--- src/rtl/sxc_pkg.sv ---
package sxc_pkg;

  // Field widths
  localparam int RAW_W      = 12;
  localparam int CMD_W      = 13;
  localparam int YAW_W      = 16;
  localparam int THR_W      = 11;
  localparam int HEAD_W     = 9;
  localparam int CFG_IDX_W  = 3;
  localparam int CFG_DATA_W = 11;

  // Internal widths
  localparam int DEFL_W    = 9;
  localparam int SEG_W     = 3;
  localparam int FRAC_W    = 7;
  localparam int CURVE_W   = 12;
  localparam int YAW_B_W   = 10;

  localparam int SXC_QUEUE_DEPTH = 2;
  localparam int CURVE_POINTS    = 7;
  localparam int SEG_STEP        = 100;

  localparam logic [DEFL_W-1:0]         DEFL_LIMIT = 9'd500;
  localparam logic [DEFL_W-1:0]         YAW_DEAD   = 9'd70;
  localparam logic [THR_W-1:0]          THR_MAX    = 11'd2000;
  localparam logic [6:0]                EXPO_MAX   = 7'd100;
  localparam logic signed [13:0]        CURVE_BASE = 14'sd2500;
  localparam logic signed [YAW_B_W-1:0] HEAD_HALF  = 10'sd180;
  localparam logic signed [YAW_B_W-1:0] HEAD_FULL  = 10'sd360;

  // floor(q / 2500) = (q * RECIP_2500) >> 35, exact for q below 2^23
  localparam logic [23:0] RECIP_2500       = 24'd13743896;
  localparam int          RECIP_2500_SHIFT = 35;
  // floor(x / 100) = (x * RECIP_100) >> 25, exact for x below 493499
  localparam logic [18:0] RECIP_100        = 19'd335545;
  localparam int          RECIP_100_SHIFT  = 25;

  typedef struct packed {
    logic [6:0]  expo_amount;
    logic [7:0]  rate_amount;
    logic [10:0] centre_width;
    logic [10:0] min_check;
    logic [5:0]  heading_gain;
  } sxc_cfg_t;

  localparam sxc_cfg_t CFG_RESET = '{
    expo_amount:  7'd65,
    rate_amount:  8'd90,
    centre_width: 11'd1500,
    min_check:    11'd1100,
    heading_gain: 6'd0
  };

  typedef enum logic [CFG_IDX_W-1:0] {
    REG_EXPO_AMOUNT,
    REG_RATE_AMOUNT,
    REG_CENTRE_WIDTH,
    REG_MIN_CHECK,
    REG_HEADING_GAIN
  } sxc_reg_t;

  // One shaped stick as classified by the front end
  typedef struct packed {
    logic [SEG_W-1:0]  seg;
    logic [FRAC_W-1:0] frac;
    logic              neg;
  } sxc_axis_t;

  // One queued frame
  typedef struct packed {
    sxc_axis_t                  roll;
    sxc_axis_t                  pitch;
    logic signed [YAW_B_W-1:0]  yaw_base;
    logic                       hh;
    logic signed [YAW_B_W-1:0]  dif;
    logic [THR_W-1:0]           thr;
  } sxc_item_t;

  // Curve point being issued for the current frame
  typedef enum logic [1:0] {
    PH_ROLL_LO,
    PH_ROLL_HI,
    PH_PITCH_LO,
    PH_PITCH_HI
  } sxc_phase_t;

endpackage

--- src/rtl/sxc_if.sv ---
interface sxc_in_if;
  import sxc_pkg::*;
  logic                     valid;
  logic                     ready;
  logic [RAW_W-1:0]         roll_raw;
  logic [RAW_W-1:0]         pitch_raw;
  logic [RAW_W-1:0]         yaw_raw;
  logic [RAW_W-1:0]         throttle_raw;
  logic                     alt_hold;
  logic signed [HEAD_W-1:0] heading_deg;

  modport source (output valid, roll_raw, pitch_raw, yaw_raw, throttle_raw, alt_hold,
                  heading_deg, input ready);
  modport sink (input valid, roll_raw, pitch_raw, yaw_raw, throttle_raw, alt_hold,
                heading_deg, output ready);
endinterface

interface sxc_out_if;
  import sxc_pkg::*;
  logic                    valid;
  logic                    ready;
  logic signed [CMD_W-1:0] roll_cmd;
  logic signed [CMD_W-1:0] pitch_cmd;
  logic signed [YAW_W-1:0] yaw_cmd;
  logic [THR_W-1:0]        throttle_cmd;

  modport source (output valid, roll_cmd, pitch_cmd, yaw_cmd, throttle_cmd, input ready);
  modport sink (input valid, roll_cmd, pitch_cmd, yaw_cmd, throttle_cmd, output ready);
endinterface

interface sxc_cfg_if;
  import sxc_pkg::*;
  logic                  valid;
  logic                  ready;
  logic [CFG_IDX_W-1:0]  index;
  logic [CFG_DATA_W-1:0] data;

  modport source (output valid, index, data, input ready);
  modport sink (input valid, index, data, output ready);
endinterface

--- src/rtl/stick_expo_command_shaper_unit.sv ---
// Stick expo command shaper.
// Input channel in_ch: one word per RC frame (four stick pulse widths, the
// altitude-hold flag and the current heading). Output channel out_ch: one
// word of roll, pitch, yaw and throttle commands per frame, in frame order.
// Config channel cfg_ch: register index and data, always ready; write only
// while no frame is in flight.
// The back end has a single curve-point unit, which evaluates the low and
// high point for roll and then for pitch, one point per cycle unless the
// output stalls, and takes the next frame while it issues the last one.
// The front end classifies each frame in the accepting cycle (deflections,
// curve segments, heading error, throttle clamp) and parks it in a small
// queue; in_ch.ready drops only when that queue is full.
// Reset: config registers load their defaults, the held heading and the
// last throttle clear to zero, queue and pipeline empty.
// Receiver stall: the output register holds its word and the back end
// freezes in place; the front keeps taking frames until the queue fills.
module stick_expo_command_shaper_unit #(
  parameter int QUEUE_DEPTH = sxc_pkg::SXC_QUEUE_DEPTH
) (
  input  logic       clk,
  input  logic       rst_n,
  sxc_in_if.sink     in_ch,
  sxc_out_if.source  out_ch,
  sxc_cfg_if.sink    cfg_ch
);
  import sxc_pkg::*;

  sxc_cfg_t  cfg_r;
  sxc_cfg_t  cfg_nxt;
  logic      q_push;
  logic      q_pop;
  logic      q_full;
  logic      q_empty;
  sxc_item_t q_in;
  sxc_item_t q_out;

  // Config writes never stall
  assign cfg_ch.ready = 1'b1;

  always_comb begin
    cfg_nxt = cfg_r;
    if (cfg_ch.valid) begin
      unique case (cfg_ch.index)
        REG_EXPO_AMOUNT:  cfg_nxt.expo_amount = cfg_ch.data[6:0];
        REG_RATE_AMOUNT:  cfg_nxt.rate_amount = cfg_ch.data[7:0];
        REG_CENTRE_WIDTH: cfg_nxt.centre_width = cfg_ch.data[10:0];
        REG_MIN_CHECK:    cfg_nxt.min_check = cfg_ch.data[10:0];
        REG_HEADING_GAIN: cfg_nxt.heading_gain = cfg_ch.data[5:0];
        default: begin
          // drop writes to unmapped indexes
          cfg_nxt = cfg_r;
        end
      endcase
    end
  end

  always_ff @(posedge clk) begin
    if (!rst_n) begin
      cfg_r <= CFG_RESET;
    end else begin
      cfg_r <= cfg_nxt;
    end
  end

  // Front: accept and classify, keep heading and throttle state
  sxc_front u_front (
    .clk    (clk),
    .rst_n  (rst_n),
    .cfg    (cfg_r),
    .in_ch  (in_ch),
    .q_full (q_full),
    .q_push (q_push),
    .q_item (q_in)
  );

  // Decoupling queue between front and back
  sxc_queue #(
    .DEPTH (QUEUE_DEPTH)
  ) u_queue (
    .clk       (clk),
    .rst_n     (rst_n),
    .push      (q_push),
    .push_item (q_in),
    .full      (q_full),
    .pop       (q_pop),
    .pop_item  (q_out),
    .empty     (q_empty)
  );

  // Back: curve evaluation, interpolation, output register
  sxc_back u_back (
    .clk     (clk),
    .rst_n   (rst_n),
    .cfg     (cfg_r),
    .q_empty (q_empty),
    .q_data  (q_out),
    .q_pop   (q_pop),
    .out_ch  (out_ch)
  );

endmodule

--- src/rtl/sxc_front.sv ---
module sxc_front (
  input  logic                clk,
  input  logic                rst_n,
  input  sxc_pkg::sxc_cfg_t   cfg,
  sxc_in_if.sink              in_ch,
  input  logic                q_full,
  output logic                q_push,
  output sxc_pkg::sxc_item_t  q_item
);
  import sxc_pkg::*;

  typedef struct packed {
    logic [DEFL_W-1:0] mag;
    logic              neg;
  } sxc_defl_t;

  // Distance from centre, limited, plus which side of centre
  function automatic sxc_defl_t measure(input logic [RAW_W-1:0] raw,
                                        input logic [10:0] centre);
    logic signed [RAW_W:0] diff;
    logic [RAW_W:0]        mag;
    sxc_defl_t             res;
    diff = $signed({1'b0, raw}) - $signed({2'b00, centre});
    mag = diff[RAW_W] ? (RAW_W+1)'(-diff) : (RAW_W+1)'(diff);
    res.neg = raw < {1'b0, centre};
    res.mag = (mag > (RAW_W+1)'(DEFL_LIMIT)) ? DEFL_LIMIT : mag[DEFL_W-1:0];
    return res;
  endfunction

  // Curve segment and offset into it
  function automatic sxc_axis_t split(input sxc_defl_t d);
    sxc_axis_t         res;
    logic [DEFL_W-1:0] off;
    res.seg = '0;
    off = '0;
    for (int k = 1; k < CURVE_POINTS - 1; k++) begin
      if (d.mag >= DEFL_W'(k * SEG_STEP)) begin
        res.seg = SEG_W'(k);
        off = DEFL_W'(k * SEG_STEP);
      end
    end
    res.frac = FRAC_W'(d.mag - off);
    res.neg = d.neg;
    return res;
  endfunction

  logic                      accept;
  sxc_defl_t                 roll_d;
  sxc_defl_t                 pitch_d;
  sxc_defl_t                 yaw_d;
  logic [THR_W-1:0]          min_thr;
  logic [THR_W-1:0]          thr_clamped;
  logic                      hold_on;
  logic signed [YAW_B_W-1:0] dif_raw;
  logic signed [YAW_B_W-1:0] dif_lo;
  logic signed [YAW_B_W-1:0] dif_wrap;
  logic signed [HEAD_W-1:0]  held_heading_r;
  logic signed [HEAD_W-1:0]  held_heading_nxt;
  logic [THR_W-1:0]          last_thr_r;
  logic [THR_W-1:0]          last_thr_nxt;

  assign in_ch.ready = !q_full;
  assign accept = in_ch.valid && in_ch.ready;
  assign q_push = accept;

  always_comb begin
    roll_d = measure(in_ch.roll_raw, cfg.centre_width);
    pitch_d = measure(in_ch.pitch_raw, cfg.centre_width);
    yaw_d = measure(in_ch.yaw_raw, cfg.centre_width);

    min_thr = (cfg.min_check > THR_MAX) ? THR_MAX : cfg.min_check;
    if (in_ch.throttle_raw < {1'b0, min_thr}) begin
      thr_clamped = min_thr;
    end else if (in_ch.throttle_raw > {1'b0, THR_MAX}) begin
      thr_clamped = THR_MAX;
    end else begin
      thr_clamped = in_ch.throttle_raw[THR_W-1:0];
    end

    // Heading hold engages with yaw near centre and throttle above the check
    hold_on = (yaw_d.mag < YAW_DEAD) && (in_ch.throttle_raw > {1'b0, min_thr});

    // Wrap the heading error once into the half-open turn
    dif_raw = $signed({in_ch.heading_deg[HEAD_W-1], in_ch.heading_deg})
            - $signed({held_heading_r[HEAD_W-1], held_heading_r});
    dif_lo = (dif_raw <= -HEAD_HALF) ? dif_raw + HEAD_FULL : dif_raw;
    dif_wrap = (dif_lo >= HEAD_HALF) ? dif_lo - HEAD_FULL : dif_lo;

    held_heading_nxt = (accept && !hold_on) ? in_ch.heading_deg : held_heading_r;
    last_thr_nxt = (accept && !in_ch.alt_hold) ? thr_clamped : last_thr_r;

    q_item.roll = split(roll_d);
    q_item.pitch = split(pitch_d);
    q_item.yaw_base = yaw_d.neg ? $signed({1'b0, yaw_d.mag}) : -$signed({1'b0, yaw_d.mag});
    q_item.hh = hold_on;
    q_item.dif = dif_wrap;
    q_item.thr = last_thr_nxt;
  end

  always_ff @(posedge clk) begin
    if (!rst_n) begin
      held_heading_r <= '0;
      last_thr_r <= '0;
    end else begin
      held_heading_r <= held_heading_nxt;
      last_thr_r <= last_thr_nxt;
    end
  end

endmodule

--- src/rtl/sxc_queue.sv ---
module sxc_queue #(
  parameter int DEPTH = sxc_pkg::SXC_QUEUE_DEPTH
) (
  input  logic                clk,
  input  logic                rst_n,
  input  logic                push,
  input  sxc_pkg::sxc_item_t  push_item,
  output logic                full,
  input  logic                pop,
  output sxc_pkg::sxc_item_t  pop_item,
  output logic                empty
);
  import sxc_pkg::*;

  localparam int PW = (DEPTH > 1) ? $clog2(DEPTH) : 1;
  localparam int CW = $clog2(DEPTH + 1);

  sxc_item_t       mem_r [DEPTH];
  logic [PW-1:0]   wr_ptr_r;
  logic [PW-1:0]   wr_ptr_nxt;
  logic [PW-1:0]   rd_ptr_r;
  logic [PW-1:0]   rd_ptr_nxt;
  logic [CW-1:0]   cnt_r;
  logic [CW-1:0]   cnt_nxt;

  assign full = (cnt_r == CW'(DEPTH));
  assign empty = (cnt_r == '0);
  assign pop_item = mem_r[rd_ptr_r];

  always_comb begin
    wr_ptr_nxt = wr_ptr_r;
    rd_ptr_nxt = rd_ptr_r;
    cnt_nxt = cnt_r;
    if (push) begin
      wr_ptr_nxt = (wr_ptr_r == PW'(DEPTH - 1)) ? '0 : wr_ptr_r + PW'(1);
    end
    if (pop) begin
      rd_ptr_nxt = (rd_ptr_r == PW'(DEPTH - 1)) ? '0 : rd_ptr_r + PW'(1);
    end
    if (push && !pop) begin
      cnt_nxt = cnt_r + CW'(1);
    end else if (pop && !push) begin
      cnt_nxt = cnt_r - CW'(1);
    end
  end

  always_ff @(posedge clk) begin
    if (push) begin
      mem_r[wr_ptr_r] <= push_item;
    end
  end

  always_ff @(posedge clk) begin
    if (!rst_n) begin
      wr_ptr_r <= '0;
      rd_ptr_r <= '0;
      cnt_r <= '0;
    end else begin
      wr_ptr_r <= wr_ptr_nxt;
      rd_ptr_r <= rd_ptr_nxt;
      cnt_r <= cnt_nxt;
    end
  end

endmodule

--- src/rtl/sxc_back.sv ---
module sxc_back (
  input  logic                clk,
  input  logic                rst_n,
  input  sxc_pkg::sxc_cfg_t   cfg,
  input  logic                q_empty,
  input  sxc_pkg::sxc_item_t  q_data,
  output logic                q_pop,
  sxc_out_if.source           out_ch
);
  import sxc_pkg::*;

  typedef struct packed {
    sxc_phase_t              ph;
    logic [SEG_W-1:0]        idx;
    logic [FRAC_W-1:0]       frac;
    logic                    neg;
    logic signed [YAW_W-1:0] yaw;
    logic [THR_W-1:0]        thr;
  } sxc_tag_t;

  // idx * idx - 25 for the seven curve points
  function automatic logic signed [5:0] sq_less25(input logic [SEG_W-1:0] i);
    logic signed [5:0] res;
    unique case (i)
      3'd0:    res = -6'sd25;
      3'd1:    res = -6'sd24;
      3'd2:    res = -6'sd21;
      3'd3:    res = -6'sd16;
      3'd4:    res = -6'sd9;
      3'd5:    res = 6'sd0;
      3'd6:    res = 6'sd11;
      default: res = 6'sd0;
    endcase
    return res;
  endfunction

  function automatic logic is_hi(input sxc_phase_t ph);
    return (ph == PH_ROLL_HI) || (ph == PH_PITCH_HI);
  endfunction

  logic                    back_en;
  logic                    slot_free;
  sxc_item_t               cur_r;
  sxc_item_t               cur_nxt;
  logic                    cur_valid_r;
  logic                    cur_valid_nxt;
  sxc_phase_t              ph_r;
  sxc_phase_t              ph_nxt;

  sxc_axis_t               axis;
  logic [SEG_W-1:0]        idx;
  logic [6:0]              expo_cl;
  logic signed [13:0]      expo_term;
  logic signed [13:0]      base;
  logic signed [16:0]      hold_term;
  sxc_tag_t                tag_issue;

  logic                    v1_r, v2_r, v3_r, v4_r, v5_r, v6_r;
  sxc_tag_t                tag1_r, tag2_r, tag3_r, tag4_r, tag5_r, tag6_r;
  sxc_tag_t                tag2_in;
  logic [CURVE_W-1:0]      base1_r;
  logic signed [16:0]      hold1_r;
  logic                    hh1_r;
  logic [14:0]             bi2_r;
  logic [22:0]             q3_r;
  logic [46:0]             div_prod;
  logic [CURVE_W-1:0]      t4_r;
  logic [CURVE_W-1:0]      lo_r;
  logic [18:0]             x5_r;
  logic [CURVE_W-1:0]      lo5_r;
  logic [37:0]             interp_prod;
  logic [CURVE_W-1:0]      quot6_r;
  logic [CURVE_W-1:0]      lo6_r;
  logic [CURVE_W-1:0]      mag;
  logic signed [CMD_W-1:0] cmd;
  logic signed [YAW_W-1:0] yaw2;

  logic                    out_valid_r;
  logic signed [CMD_W-1:0] out_roll_r;
  logic signed [CMD_W-1:0] out_pitch_r;
  logic signed [YAW_W-1:0] out_yaw_r;
  logic [THR_W-1:0]        out_thr_r;
  logic signed [CMD_W-1:0] roll_hold_r;

  // Whole back end freezes while a finished word waits at the output
  assign back_en = !out_valid_r || out_ch.ready;
  assign slot_free = !cur_valid_r || (ph_r == PH_PITCH_HI);

  // Sequencer: four curve points per frame, one per cycle while the back end is not frozen
  always_comb begin
    q_pop = back_en && slot_free && !q_empty;
    cur_nxt = cur_r;
    cur_valid_nxt = cur_valid_r;
    ph_nxt = ph_r;
    if (back_en) begin
      if (q_pop) begin
        cur_nxt = q_data;
        cur_valid_nxt = 1'b1;
        ph_nxt = PH_ROLL_LO;
      end else if (cur_valid_r) begin
        if (ph_r == PH_PITCH_HI) begin
          cur_valid_nxt = 1'b0;
        end else begin
          ph_nxt = sxc_phase_t'(ph_r + 2'd1);
        end
      end
    end
  end

  always_ff @(posedge clk) begin
    if (!rst_n) begin
      cur_valid_r <= 1'b0;
      ph_r <= PH_ROLL_LO;
    end else begin
      cur_valid_r <= cur_valid_nxt;
      ph_r <= ph_nxt;
    end
  end

  always_ff @(posedge clk) begin
    cur_r <= cur_nxt;
  end

  // Issue: curve base term for the selected point
  always_comb begin
    axis = ((ph_r == PH_PITCH_LO) || (ph_r == PH_PITCH_HI)) ? cur_r.pitch : cur_r.roll;
    idx = axis.seg + SEG_W'(is_hi(ph_r));
    expo_cl = (cfg.expo_amount > EXPO_MAX) ? EXPO_MAX : cfg.expo_amount;
    expo_term = $signed({1'b0, expo_cl}) * sq_less25(idx);
    base = CURVE_BASE + expo_term;
    hold_term = cur_r.dif * $signed({1'b0, cfg.heading_gain});
    tag_issue.ph = ph_r;
    tag_issue.idx = idx;
    tag_issue.frac = axis.frac;
    tag_issue.neg = axis.neg;
    tag_issue.yaw = {{(YAW_W-YAW_B_W){cur_r.yaw_base[YAW_B_W-1]}}, cur_r.yaw_base};
    tag_issue.thr = cur_r.thr;
  end

  assign yaw2 = hh1_r ? tag1_r.yaw + $signed(hold1_r[YAW_W-1:0]) : tag1_r.yaw;
  assign div_prod = 47'(q3_r) * 47'(RECIP_2500);
  assign interp_prod = 38'(x5_r) * 38'(RECIP_100);

  // Carry the tag on with the heading correction folded into yaw
  always_comb begin
    tag2_in = tag1_r;
    tag2_in.yaw = yaw2;
  end

  // Final add and sign restore
  always_comb begin
    mag = lo6_r + quot6_r;
    cmd = tag6_r.neg ? -$signed({1'b0, mag}) : $signed({1'b0, mag});
  end

  always_ff @(posedge clk) begin
    if (!rst_n) begin
      v1_r <= 1'b0;
      v2_r <= 1'b0;
      v3_r <= 1'b0;
      v4_r <= 1'b0;
      v5_r <= 1'b0;
      v6_r <= 1'b0;
      out_valid_r <= 1'b0;
    end else if (back_en) begin
      v1_r <= cur_valid_r;
      v2_r <= v1_r;
      v3_r <= v2_r;
      v4_r <= v3_r;
      v5_r <= v4_r && is_hi(tag4_r.ph);
      v6_r <= v5_r;
      out_valid_r <= v6_r && (tag6_r.ph == PH_PITCH_HI);
    end
  end

  always_ff @(posedge clk) begin
    if (back_en) begin
      // stage 1: base term, heading correction product
      tag1_r <= tag_issue;
      base1_r <= base[CURVE_W-1:0];
      hold1_r <= hold_term;
      hh1_r <= cur_r.hh;
      // stage 2: scale by point index, fold in heading hold
      tag2_r <= tag2_in;
      bi2_r <= 15'(base1_r) * 15'(tag1_r.idx);
      // stage 3: scale by rate
      tag3_r <= tag2_r;
      q3_r <= 23'(bi2_r) * 23'(cfg.rate_amount);
      // stage 4: divide by 2500
      tag4_r <= tag3_r;
      t4_r <= div_prod[RECIP_2500_SHIFT+CURVE_W-1:RECIP_2500_SHIFT];
      if (v4_r && !is_hi(tag4_r.ph)) begin
        lo_r <= t4_r;
      end
      // stage 5: offset times slope
      tag5_r <= tag4_r;
      x5_r <= 19'(tag4_r.frac) * 19'(t4_r - lo_r);
      lo5_r <= lo_r;
      // stage 6: divide by segment width
      tag6_r <= tag5_r;
      quot6_r <= interp_prod[RECIP_100_SHIFT+CURVE_W-1:RECIP_100_SHIFT];
      lo6_r <= lo5_r;
      // output: park roll, emit word with pitch
      if (v6_r && (tag6_r.ph == PH_ROLL_HI)) begin
        roll_hold_r <= cmd;
      end
      if (v6_r && (tag6_r.ph == PH_PITCH_HI)) begin
        out_roll_r <= roll_hold_r;
        out_pitch_r <= cmd;
        out_yaw_r <= tag6_r.yaw;
        out_thr_r <= tag6_r.thr;
      end
    end
  end

  assign out_ch.valid = out_valid_r;
  assign out_ch.roll_cmd = out_roll_r;
  assign out_ch.pitch_cmd = out_pitch_r;
  assign out_ch.yaw_cmd = out_yaw_r;
  assign out_ch.throttle_cmd = out_thr_r;

endmodule

--- src/flat_wrapper.sv ---
// flat-port wrapper written by rule: the top's interface ports become plain ports
module stick_expo_command_shaper_unit_flat import sxc_pkg::*;
#(
  parameter int QUEUE_DEPTH = sxc_pkg::SXC_QUEUE_DEPTH
)
  (clk, rst_n, in_ch_valid, in_ch_roll_raw, in_ch_pitch_raw, in_ch_yaw_raw, in_ch_throttle_raw, in_ch_alt_hold, in_ch_heading_deg, in_ch_ready, out_ch_valid, out_ch_roll_cmd, out_ch_pitch_cmd, out_ch_yaw_cmd, out_ch_throttle_cmd, out_ch_ready, cfg_ch_valid, cfg_ch_index, cfg_ch_data, cfg_ch_ready);
  sxc_in_if in_ch_i ();
  sxc_out_if out_ch_i ();
  sxc_cfg_if cfg_ch_i ();
  input  logic clk;
  input  logic rst_n;
  input wire logic [$bits(in_ch_i.valid)-1:0] in_ch_valid;
  input wire logic [$bits(in_ch_i.roll_raw)-1:0] in_ch_roll_raw;
  input wire logic [$bits(in_ch_i.pitch_raw)-1:0] in_ch_pitch_raw;
  input wire logic [$bits(in_ch_i.yaw_raw)-1:0] in_ch_yaw_raw;
  input wire logic [$bits(in_ch_i.throttle_raw)-1:0] in_ch_throttle_raw;
  input wire logic [$bits(in_ch_i.alt_hold)-1:0] in_ch_alt_hold;
  input wire logic [$bits(in_ch_i.heading_deg)-1:0] in_ch_heading_deg;
  output wire logic [$bits(in_ch_i.ready)-1:0] in_ch_ready;
  output wire logic [$bits(out_ch_i.valid)-1:0] out_ch_valid;
  output wire logic [$bits(out_ch_i.roll_cmd)-1:0] out_ch_roll_cmd;
  output wire logic [$bits(out_ch_i.pitch_cmd)-1:0] out_ch_pitch_cmd;
  output wire logic [$bits(out_ch_i.yaw_cmd)-1:0] out_ch_yaw_cmd;
  output wire logic [$bits(out_ch_i.throttle_cmd)-1:0] out_ch_throttle_cmd;
  input wire logic [$bits(out_ch_i.ready)-1:0] out_ch_ready;
  input wire logic [$bits(cfg_ch_i.valid)-1:0] cfg_ch_valid;
  input wire logic [$bits(cfg_ch_i.index)-1:0] cfg_ch_index;
  input wire logic [$bits(cfg_ch_i.data)-1:0] cfg_ch_data;
  output wire logic [$bits(cfg_ch_i.ready)-1:0] cfg_ch_ready;
  assign in_ch_i.valid = in_ch_valid;
  assign in_ch_i.roll_raw = in_ch_roll_raw;
  assign in_ch_i.pitch_raw = in_ch_pitch_raw;
  assign in_ch_i.yaw_raw = in_ch_yaw_raw;
  assign in_ch_i.throttle_raw = in_ch_throttle_raw;
  assign in_ch_i.alt_hold = in_ch_alt_hold;
  assign in_ch_i.heading_deg = in_ch_heading_deg;
  assign in_ch_ready = in_ch_i.ready;
  assign out_ch_valid = out_ch_i.valid;
  assign out_ch_roll_cmd = out_ch_i.roll_cmd;
  assign out_ch_pitch_cmd = out_ch_i.pitch_cmd;
  assign out_ch_yaw_cmd = out_ch_i.yaw_cmd;
  assign out_ch_throttle_cmd = out_ch_i.throttle_cmd;
  assign out_ch_i.ready = out_ch_ready;
  assign cfg_ch_i.valid = cfg_ch_valid;
  assign cfg_ch_i.index = cfg_ch_index;
  assign cfg_ch_i.data = cfg_ch_data;
  assign cfg_ch_ready = cfg_ch_i.ready;
  stick_expo_command_shaper_unit #(.QUEUE_DEPTH(QUEUE_DEPTH)) u_core (.clk(clk), .rst_n(rst_n), .in_ch(in_ch_i), .out_ch(out_ch_i), .cfg_ch(cfg_ch_i));
endmodule
--- config.mk ---
export PLATFORM = sky130hd
export DESIGN_NAME = stick_expo_command_shaper_unit_flat
export DESIGN_NICKNAME = d
export VERILOG_FILES = /design/src/rtl/sxc_pkg.sv /design/src/rtl/sxc_if.sv /design/src/rtl/stick_expo_command_shaper_unit.sv /design/src/rtl/sxc_front.sv /design/src/rtl/sxc_queue.sv /design/src/rtl/sxc_back.sv /design/src/flat_wrapper.sv
export SDC_FILE = /design/constraint.sdc
export NUM_CORES = 2
export LEC_CHECK = 0
export BUFFER_PORTS_ARGS = -buffer_cell sky130_fd_sc_hd__buf_2
export CORE_MARGIN = 2
export CORE_UTILIZATION = 30
export CTS_CLUSTER_DIAMETER = 200
export CTS_CLUSTER_SIZE = 24
export DETAILED_ROUTE_END_ITERATION = 7
export PLACE_DENSITY_LB_ADDON = 0.05
export SLEW_MARGIN = 20
export SYNTH_ARGS = -nofsm -noshare
export SYNTH_HDL_FRONTEND = slang
export SYNTH_SLANG_ARGS = --single-unit
--- constraint.sdc ---
create_clock -name clk -period 19.7 [get_ports clk]
set_clock_uncertainty 0.1 [all_clocks]
set_input_delay 3.94 -clock clk [delete_from_list [all_inputs] [get_ports clk]]
set_output_delay 3.94 -clock clk [all_outputs]
set_load 0.01 [all_outputs]
== Word-level counts from Yosys, hierarchy flattened ==
Memories as Yosys holds them, arrays and structs flattened. A register that Yosys moved wholly into a read port is not among the register bits.
Index checks and enable logic that the tools add are counted.

* Add/subtract/negate cells: 23
* Multiply operators: 7
* Div/mod/pow operators: 0
* Magnitude comparators: 24
* Equal/unequal tests: 18
* Shift operators: 0
* Multiplexer cells: 50
* Bitwise operators: 0
* Reductions and logical operators: 41

{| class="wikitable"
|+ Operator list
! operator !! number
|-
| $mux 7 || 11
|-
| $mux 11 || 5
|-
| $ge 9x9->1 const B || 6
|-
| $mux 13 || 4
|-
| $lt 12x11->1 || 4
|-
| $mul 23x21->44 const B || 1
|-
| $gt 13x9->1 const B || 3
|-
| $neg 13->13 || 3
|-
| $sub 12x11->13 || 3
|-
| $mul 19x19->37 const B || 1
|-
| $pmux 6 s6 || 1
|-
| $mux 10 || 3
|-
| $mux 9 || 3
|-
| $mux 3 || 8
|-
| $mul 15x8->23 || 1
|-
| $mul 8x13->19 || 1
|-
| $ge 9x7->1 const B || 2
|-
| $ge 9x8->1 const B || 2
|-
| $reduce_and 2->1 || 9
|-
| $add 10x16->16 || 1
|-
| $mul 10x7->16 || 1
|-
| $mux 16 || 1
|-
| $mul 12x3->15 || 1
|-
| $sub 7x7->7 || 2
|-
| other kinds (35) || 86
|}

* Flip-flop bits (word level): 494
* Bits in latches: 0
* RAM bits: 108
* ROM bits: 0
* Input bits: 77
* Output and inout bits: 56
* Word-level logic and storage cells: 228
* Memories: 1

{| class="wikitable"
|+ Memory list
! memory !! words !! width !! rd ports !! clocked after Yosys merged registers in !! write ports !! line !! source
|-
| u_core.u_queue.mem_r || 2 || 54 || 1 || 1 || 1 || sxc_queue.sv:18 || <nowiki>sxc_item_t mem_r [DEPTH];</nowiki>
|}

== Longest topological paths before layout ==
* Depth after elaboration: 12
* Mapped depth: 29
* Depth with buffers taken out: 29

== Cells and area by module ==
From an unflattened synthesis, not the netlist that was laid out.

* Cells, all modules: 4796
* Area, all modules: 54109.4 µm²

{| class="wikitable"
|+ Modules (own cells, without submodules)
! module !! times used !! cells each !! area each (µm²) !! sequential area each (µm²)
|-
| sxc_back || 1 || 3588 || 42354.4 || 14343.8
|-
| sxc_front || 1 || 851 || 5905.7 || 400.4
|-
| sxc_queue || 1 || 190 || 4131.5 || 3343.2
|-
| stick_expo_command_shaper_unit || 1 || 167 || 1717.9 || 860.8
|}

== Worst setup path before layout ==
Ideal clock, no wire load.

* Kind: input-to-reg
* Start point: input out_ch_ready
* End point: register u_core.u_back.ph_r[0]
* Library setup time: 0.115 ns
* Arrival time: 15.097 ns
* Required time: 19.485 ns
* Path slack: 4.388 ns
* Stages: 8
* Path buffers: 2
* Path through: nor2b_1 clkbuf_1 inv_1 clkbuf_1 nand2_1 nand3_1 o21ai_0 and2_1

* Cells in the longest elaborated chain, start to end: 5
* Elaborated cells on any way between the ends: 7
* Those cells by class: eq/ne (1); mux (1); reduce/logical (5)

{| class="wikitable"
|+ RTL lines
! what !! line !! source
|-
| start: declaration || flat_wrapper.sv:25 || <nowiki>input wire logic [$bits(out_ch_i.ready)-1:0] out_ch_ready;</nowiki>
|-
| $logic_or 1x1->1 (*) || sxc_back.sv:86 || <nowiki>assign back_en = !out_valid_r || out_ch.ready;</nowiki>
|-
| named net u_core.u_back.back_en || sxc_back.sv:41 || <nowiki>logic back_en;</nowiki>
|-
| $logic_and 1x1->1 (2 in a row) || sxc_back.sv:91 || <nowiki>q_pop = back_en && slot_free && !q_empty;</nowiki>
|-
| $ne 2x1->1 (no line) or $reduce_bool 2->1 (tied branches) || n/a ||
|-
| $reduce_and 3->1 (no line) || n/a ||
|-
| end signal: assignment || sxc_back.sv:116 || <nowiki>ph_r <= ph_nxt;</nowiki>
|-
| end: declaration || sxc_back.sv:47 || <nowiki>sxc_phase_t ph_r;</nowiki>
|}

Mark *: on every way through the listed nets, which the timed path passes. The rest lies on a longest branch.
A chain may end at the register's enable or synchronous reset.

==> impl_metrics.env <==
export IMPL_dp_hpwl_mm=102.0
export IMPL_die_x_um=426.5
export IMPL_ctsHoldBuffers=0
export IMPL_timing_fmax_mhz=120.9
export IMPL_die_area_um2=181900
export IMPL_endpoint="u_core.u_queue.mem_r[1][30]"
export IMPL_synthCells=4678
export IMPL_nets=6048
export IMPL_drtPass1Iterations=5
export IMPL_drc=0
export IMPL_maxSlewViolCount=0
export IMPL_cts_max_level=1
export IMPL_wire_per_inst_um=17.69
export IMPL_crit_chain="buf_2 > inv_1 > ha_1 > inv_1 > fa_1 > a21o_1 > a21o_1 > a21o_1 > a21o_1 > a31oi_1 > o221ai_1 > xnor2_2 > o211ai_1 > or4b_1 > nand2b_1 > or2_2 > ha_1 > nand3_1 > nor4_1 > mux2i_1 > o21ai_0"
export IMPL_antenna_found_initial=11
export IMPL_layout_drive_gt1_share_pct=6.996
export IMPL_yosysMostFrequentCell="inv_1"
export IMPL_crit_path_max_fanout=7
export IMPL_grt_first_pass_wirelength_mm=203.3
export IMPL_hold_viol_final=0
export IMPL_syn2layout_area_growth_pct=8.193
export IMPL_gr_total_overflow=0
export IMPL_ys_types=102
export IMPL_postSynthAreaPerCell_um2=11.45
export IMPL_synthTopCellsByArea="edfxtp_1 (32%), fa_1 (20%), ha_1 (15%)"
export IMPL_synth_seq_cells=656
export IMPL_port_buffers=131
export IMPL_start_util_pct=30.12
export IMPL_cts_buffers=31
export IMPL_synth_nets=5948
export IMPL_synth_top_flop_cell="edfxtp_1"
export IMPL_synth_edf_count=579
export IMPL_max_slew_margin_pct=35.20
export IMPL_yosys_area_top_type_share_pct=32.46
export IMPL_grt_use_total_pct=14.28
export IMPL_die_height_um=426.5
export IMPL_r2r_start="u_core.u_back.q3_r[10]"
export IMPL_finalCritPeriodShare_pct=42.00
export IMPL_ant_nets=0
export IMPL_fp_coreArea_um2=177800
export IMPL_finalCriticalPeriod_ns=8.273
export IMPL_synthTopCellsByCount="inv_1 (811), ha_1 (646), edfxtp_1 (579), fa_1 (547), nand2_1 (374)"
export IMPL_setup_violations=0
export IMPL_cap_violations=0
export IMPL_viasPerCell=4.444
export IMPL_regToRegSetupSlack_ns=11.91
export IMPL_hp_class="reg -> reg"
export IMPL_cts_clk_slew_worst_paths_ns=0.11
export IMPL_routabilityCongestion=0.7841
export IMPL_synthArstFlopShare_pct=0
export IMPL_startpoint="in_ch_yaw_raw[0]"
export IMPL_slowest_stage="or4b_1"
export IMPL_clkSinkCount=656
export IMPL_cpMostUsedCell="a21o_1"
export IMPL_tightest_slew_ns=0.9720
export IMPL_seq_area_frac_synth_pct=35.34
export IMPL_io_pins=133
export IMPL_drt_total_wl_mm=126.6
export IMPL_drtIter0Drc=1328
export IMPL_vias=31820
export IMPL_cts_post_setup_buffers_inserted=0
export IMPL_cts_tree="yes"
export IMPL_cts_root_buffer="clkbuf_16"
export IMPL_start_kind="input port"
export IMPL_post_cts_resized=0
export IMPL_worstPathRequired_ns=20.01
export IMPL_yosysTopAreaCell="edfxtp_1"
export IMPL_end_kind="flip-flop"
export IMPL_rsz0062_at_grt="false"
export IMPL_max_stage_delay_ns=0.59
export IMPL_grt_pass1_vias=34480
export IMPL_crit_type="in -> reg"
export IMPL_r2r_end="u_core.u_back.t4_r[11]"
export IMPL_netlist_area_um2=53560
export IMPL_yosysWarnings=0
export IMPL_clock_path_buffers=3
export IMPL_min_from="u_core.u_back.tag2_r[5]"
export IMPL_grt_max_degree=158
export IMPL_rows=155
export IMPL_reg2reg_depth=23
export IMPL_fin_setup_tns_ns=0
export IMPL_run_status="finished clean"
export IMPL_clkLatencyLatePin_ns=0.69
export IMPL_critPathArrivalTime_ns=8.58
metal layers:
layer	wire [µm]	global-route usage, %	part of all wire (%)	vias up
met4	1461	1.861	1.2	6
met3	1924	0.8939	1.5	72
met2	62500	25.28	49	208
met5	40	0	0.032	-
met1	60710	19.60	48	15670
li1	-	-	-	15870
logic make-up after synthesis:
group / after synthesis / synth area share, %
buffers and inverters: 888 / 6.261
other: 1 / 0.007002
flip-flops: 656 / 35.34
adder cells (fa/ha/maj): 1196 / 35.60
AO/OA/AOI/OAI: 593 / 7.814
AND/OR/NAND/NOR: 1038 / 9.515
XOR/XNOR: 205 / 3.394
multiplexers: 101 / 2.072
stage by stage:
step                      hold slack, ns  setup WS, ns  instances  instance area [µm²]  util [%]
after floorplan                   0.3003         4.388       4678                53560         -
after global routing              0.3305         11.04       7159                57950     32.58
after global placement            0.3005         10.76       7100                57020     32.06
after CTS                         0.3122         11.45       7158                57940     32.58
after detailed placement          0.3045         10.71       7100                57030     32.07
final                             0.3149         11.43       7159                57950     32.58
flip-flops by register name (all words and copies together), names as in the netlist, 13 cells and up:
register / cells
u_core.u_back.cur_r: 54
u_core.u_back.tag6_r: 30
u_core.u_queue.mem_r: 108
u_core.u_back.out_ch.pitch_cmd: 13
u_core.u_back.q3_r: 23
u_core.u_back.out_ch.roll_cmd: 13
u_core.u_back.hold1_r: 16
u_core.cfg_r: 43
u_core.u_back.tag2_r: 37
u_core.u_back.tag3_r: 37
u_core.u_back.tag5_r: 30
u_core.u_back.bi2_r: 15
u_core.u_back.tag4_r: 37
u_core.u_back.tag1_r: 34
u_core.u_back.x5_r: 19
u_core.u_back.roll_hold_r: 13
u_core.u_back.out_ch.yaw_cmd: 16
how the worst min path moves through the flow:
| stage | end | cells past startpoint |
|---|---|---|
| 2_1_floorplan | u_core.u_back.hh1_r | 0 |
| 5_1_grt | u_core.u_back.out_ch.roll_cmd[8] | 0 |
| 3_3_place_gp | u_core.u_back.tag2_r[0] | 0 |
| 4_1_cts | u_core.u_back.tag5_r[2] | 0 |
| 3_5_place_dp | u_core.u_back.out_ch.roll_cmd[12] | 0 |
| 6_report | u_core.u_back.tag3_r[5] | 0 |
cell type report:
cell class / instances / area (µm²)
well taps: 2355 / 2947
clock buffers: 56 / 879.6
repair buffers: 144 / 778.2
flip-flops and latches: 656 / 18930
multi-input cells: 3134 / 31320
clock inverters: 2 / 36.28
inverters: 811 / 3052
fillers: 18040 / 119900
diodes: 1 / 2.502
critical path: cells and delay by family:
family | cells | cell delay (ns)
AOI/OAI and AO/OA | 8 | 1.63
and+or+nand+nor | 5 | 1.48
adders and majority gates | 3 | 0.74
xor gates and xnor gates | 1 | 0.35
buffers and inverters | 3 | 0.23
muxes | 1 | 0.21
layout by cell type, fill, tap and decap left out, types with 15 or more instances in the layout:
cell type  instances
nand2_1          374
o31ai_1           21
a21boi_0          50
mux2i_1           22
clkbuf_16         31
nor2_1           169
a21oi_1          123
o21ai_0          112
clkbuf_1          24
o211ai_1          30
nor3_1            50
and2_1           192
ha_1             646
nand3_1           47
and3_1            20
xnor2_1          145
or2_2             23
nor2b_1           51
nand2b_1          30
a21o_1            55
inv_1            810
xor2_1            57
mux2_2            79
edfxtp_1         579
o21a_1            32
nand4_1           15
fa_1             547
o21bai_1          19
buf_2            131
dfxtp_1           76
or3_1             17
a211oi_1          20
Power is not shown: default switching activity piles up to over one toggle a cycle in this logic, so the estimate is an artifact.
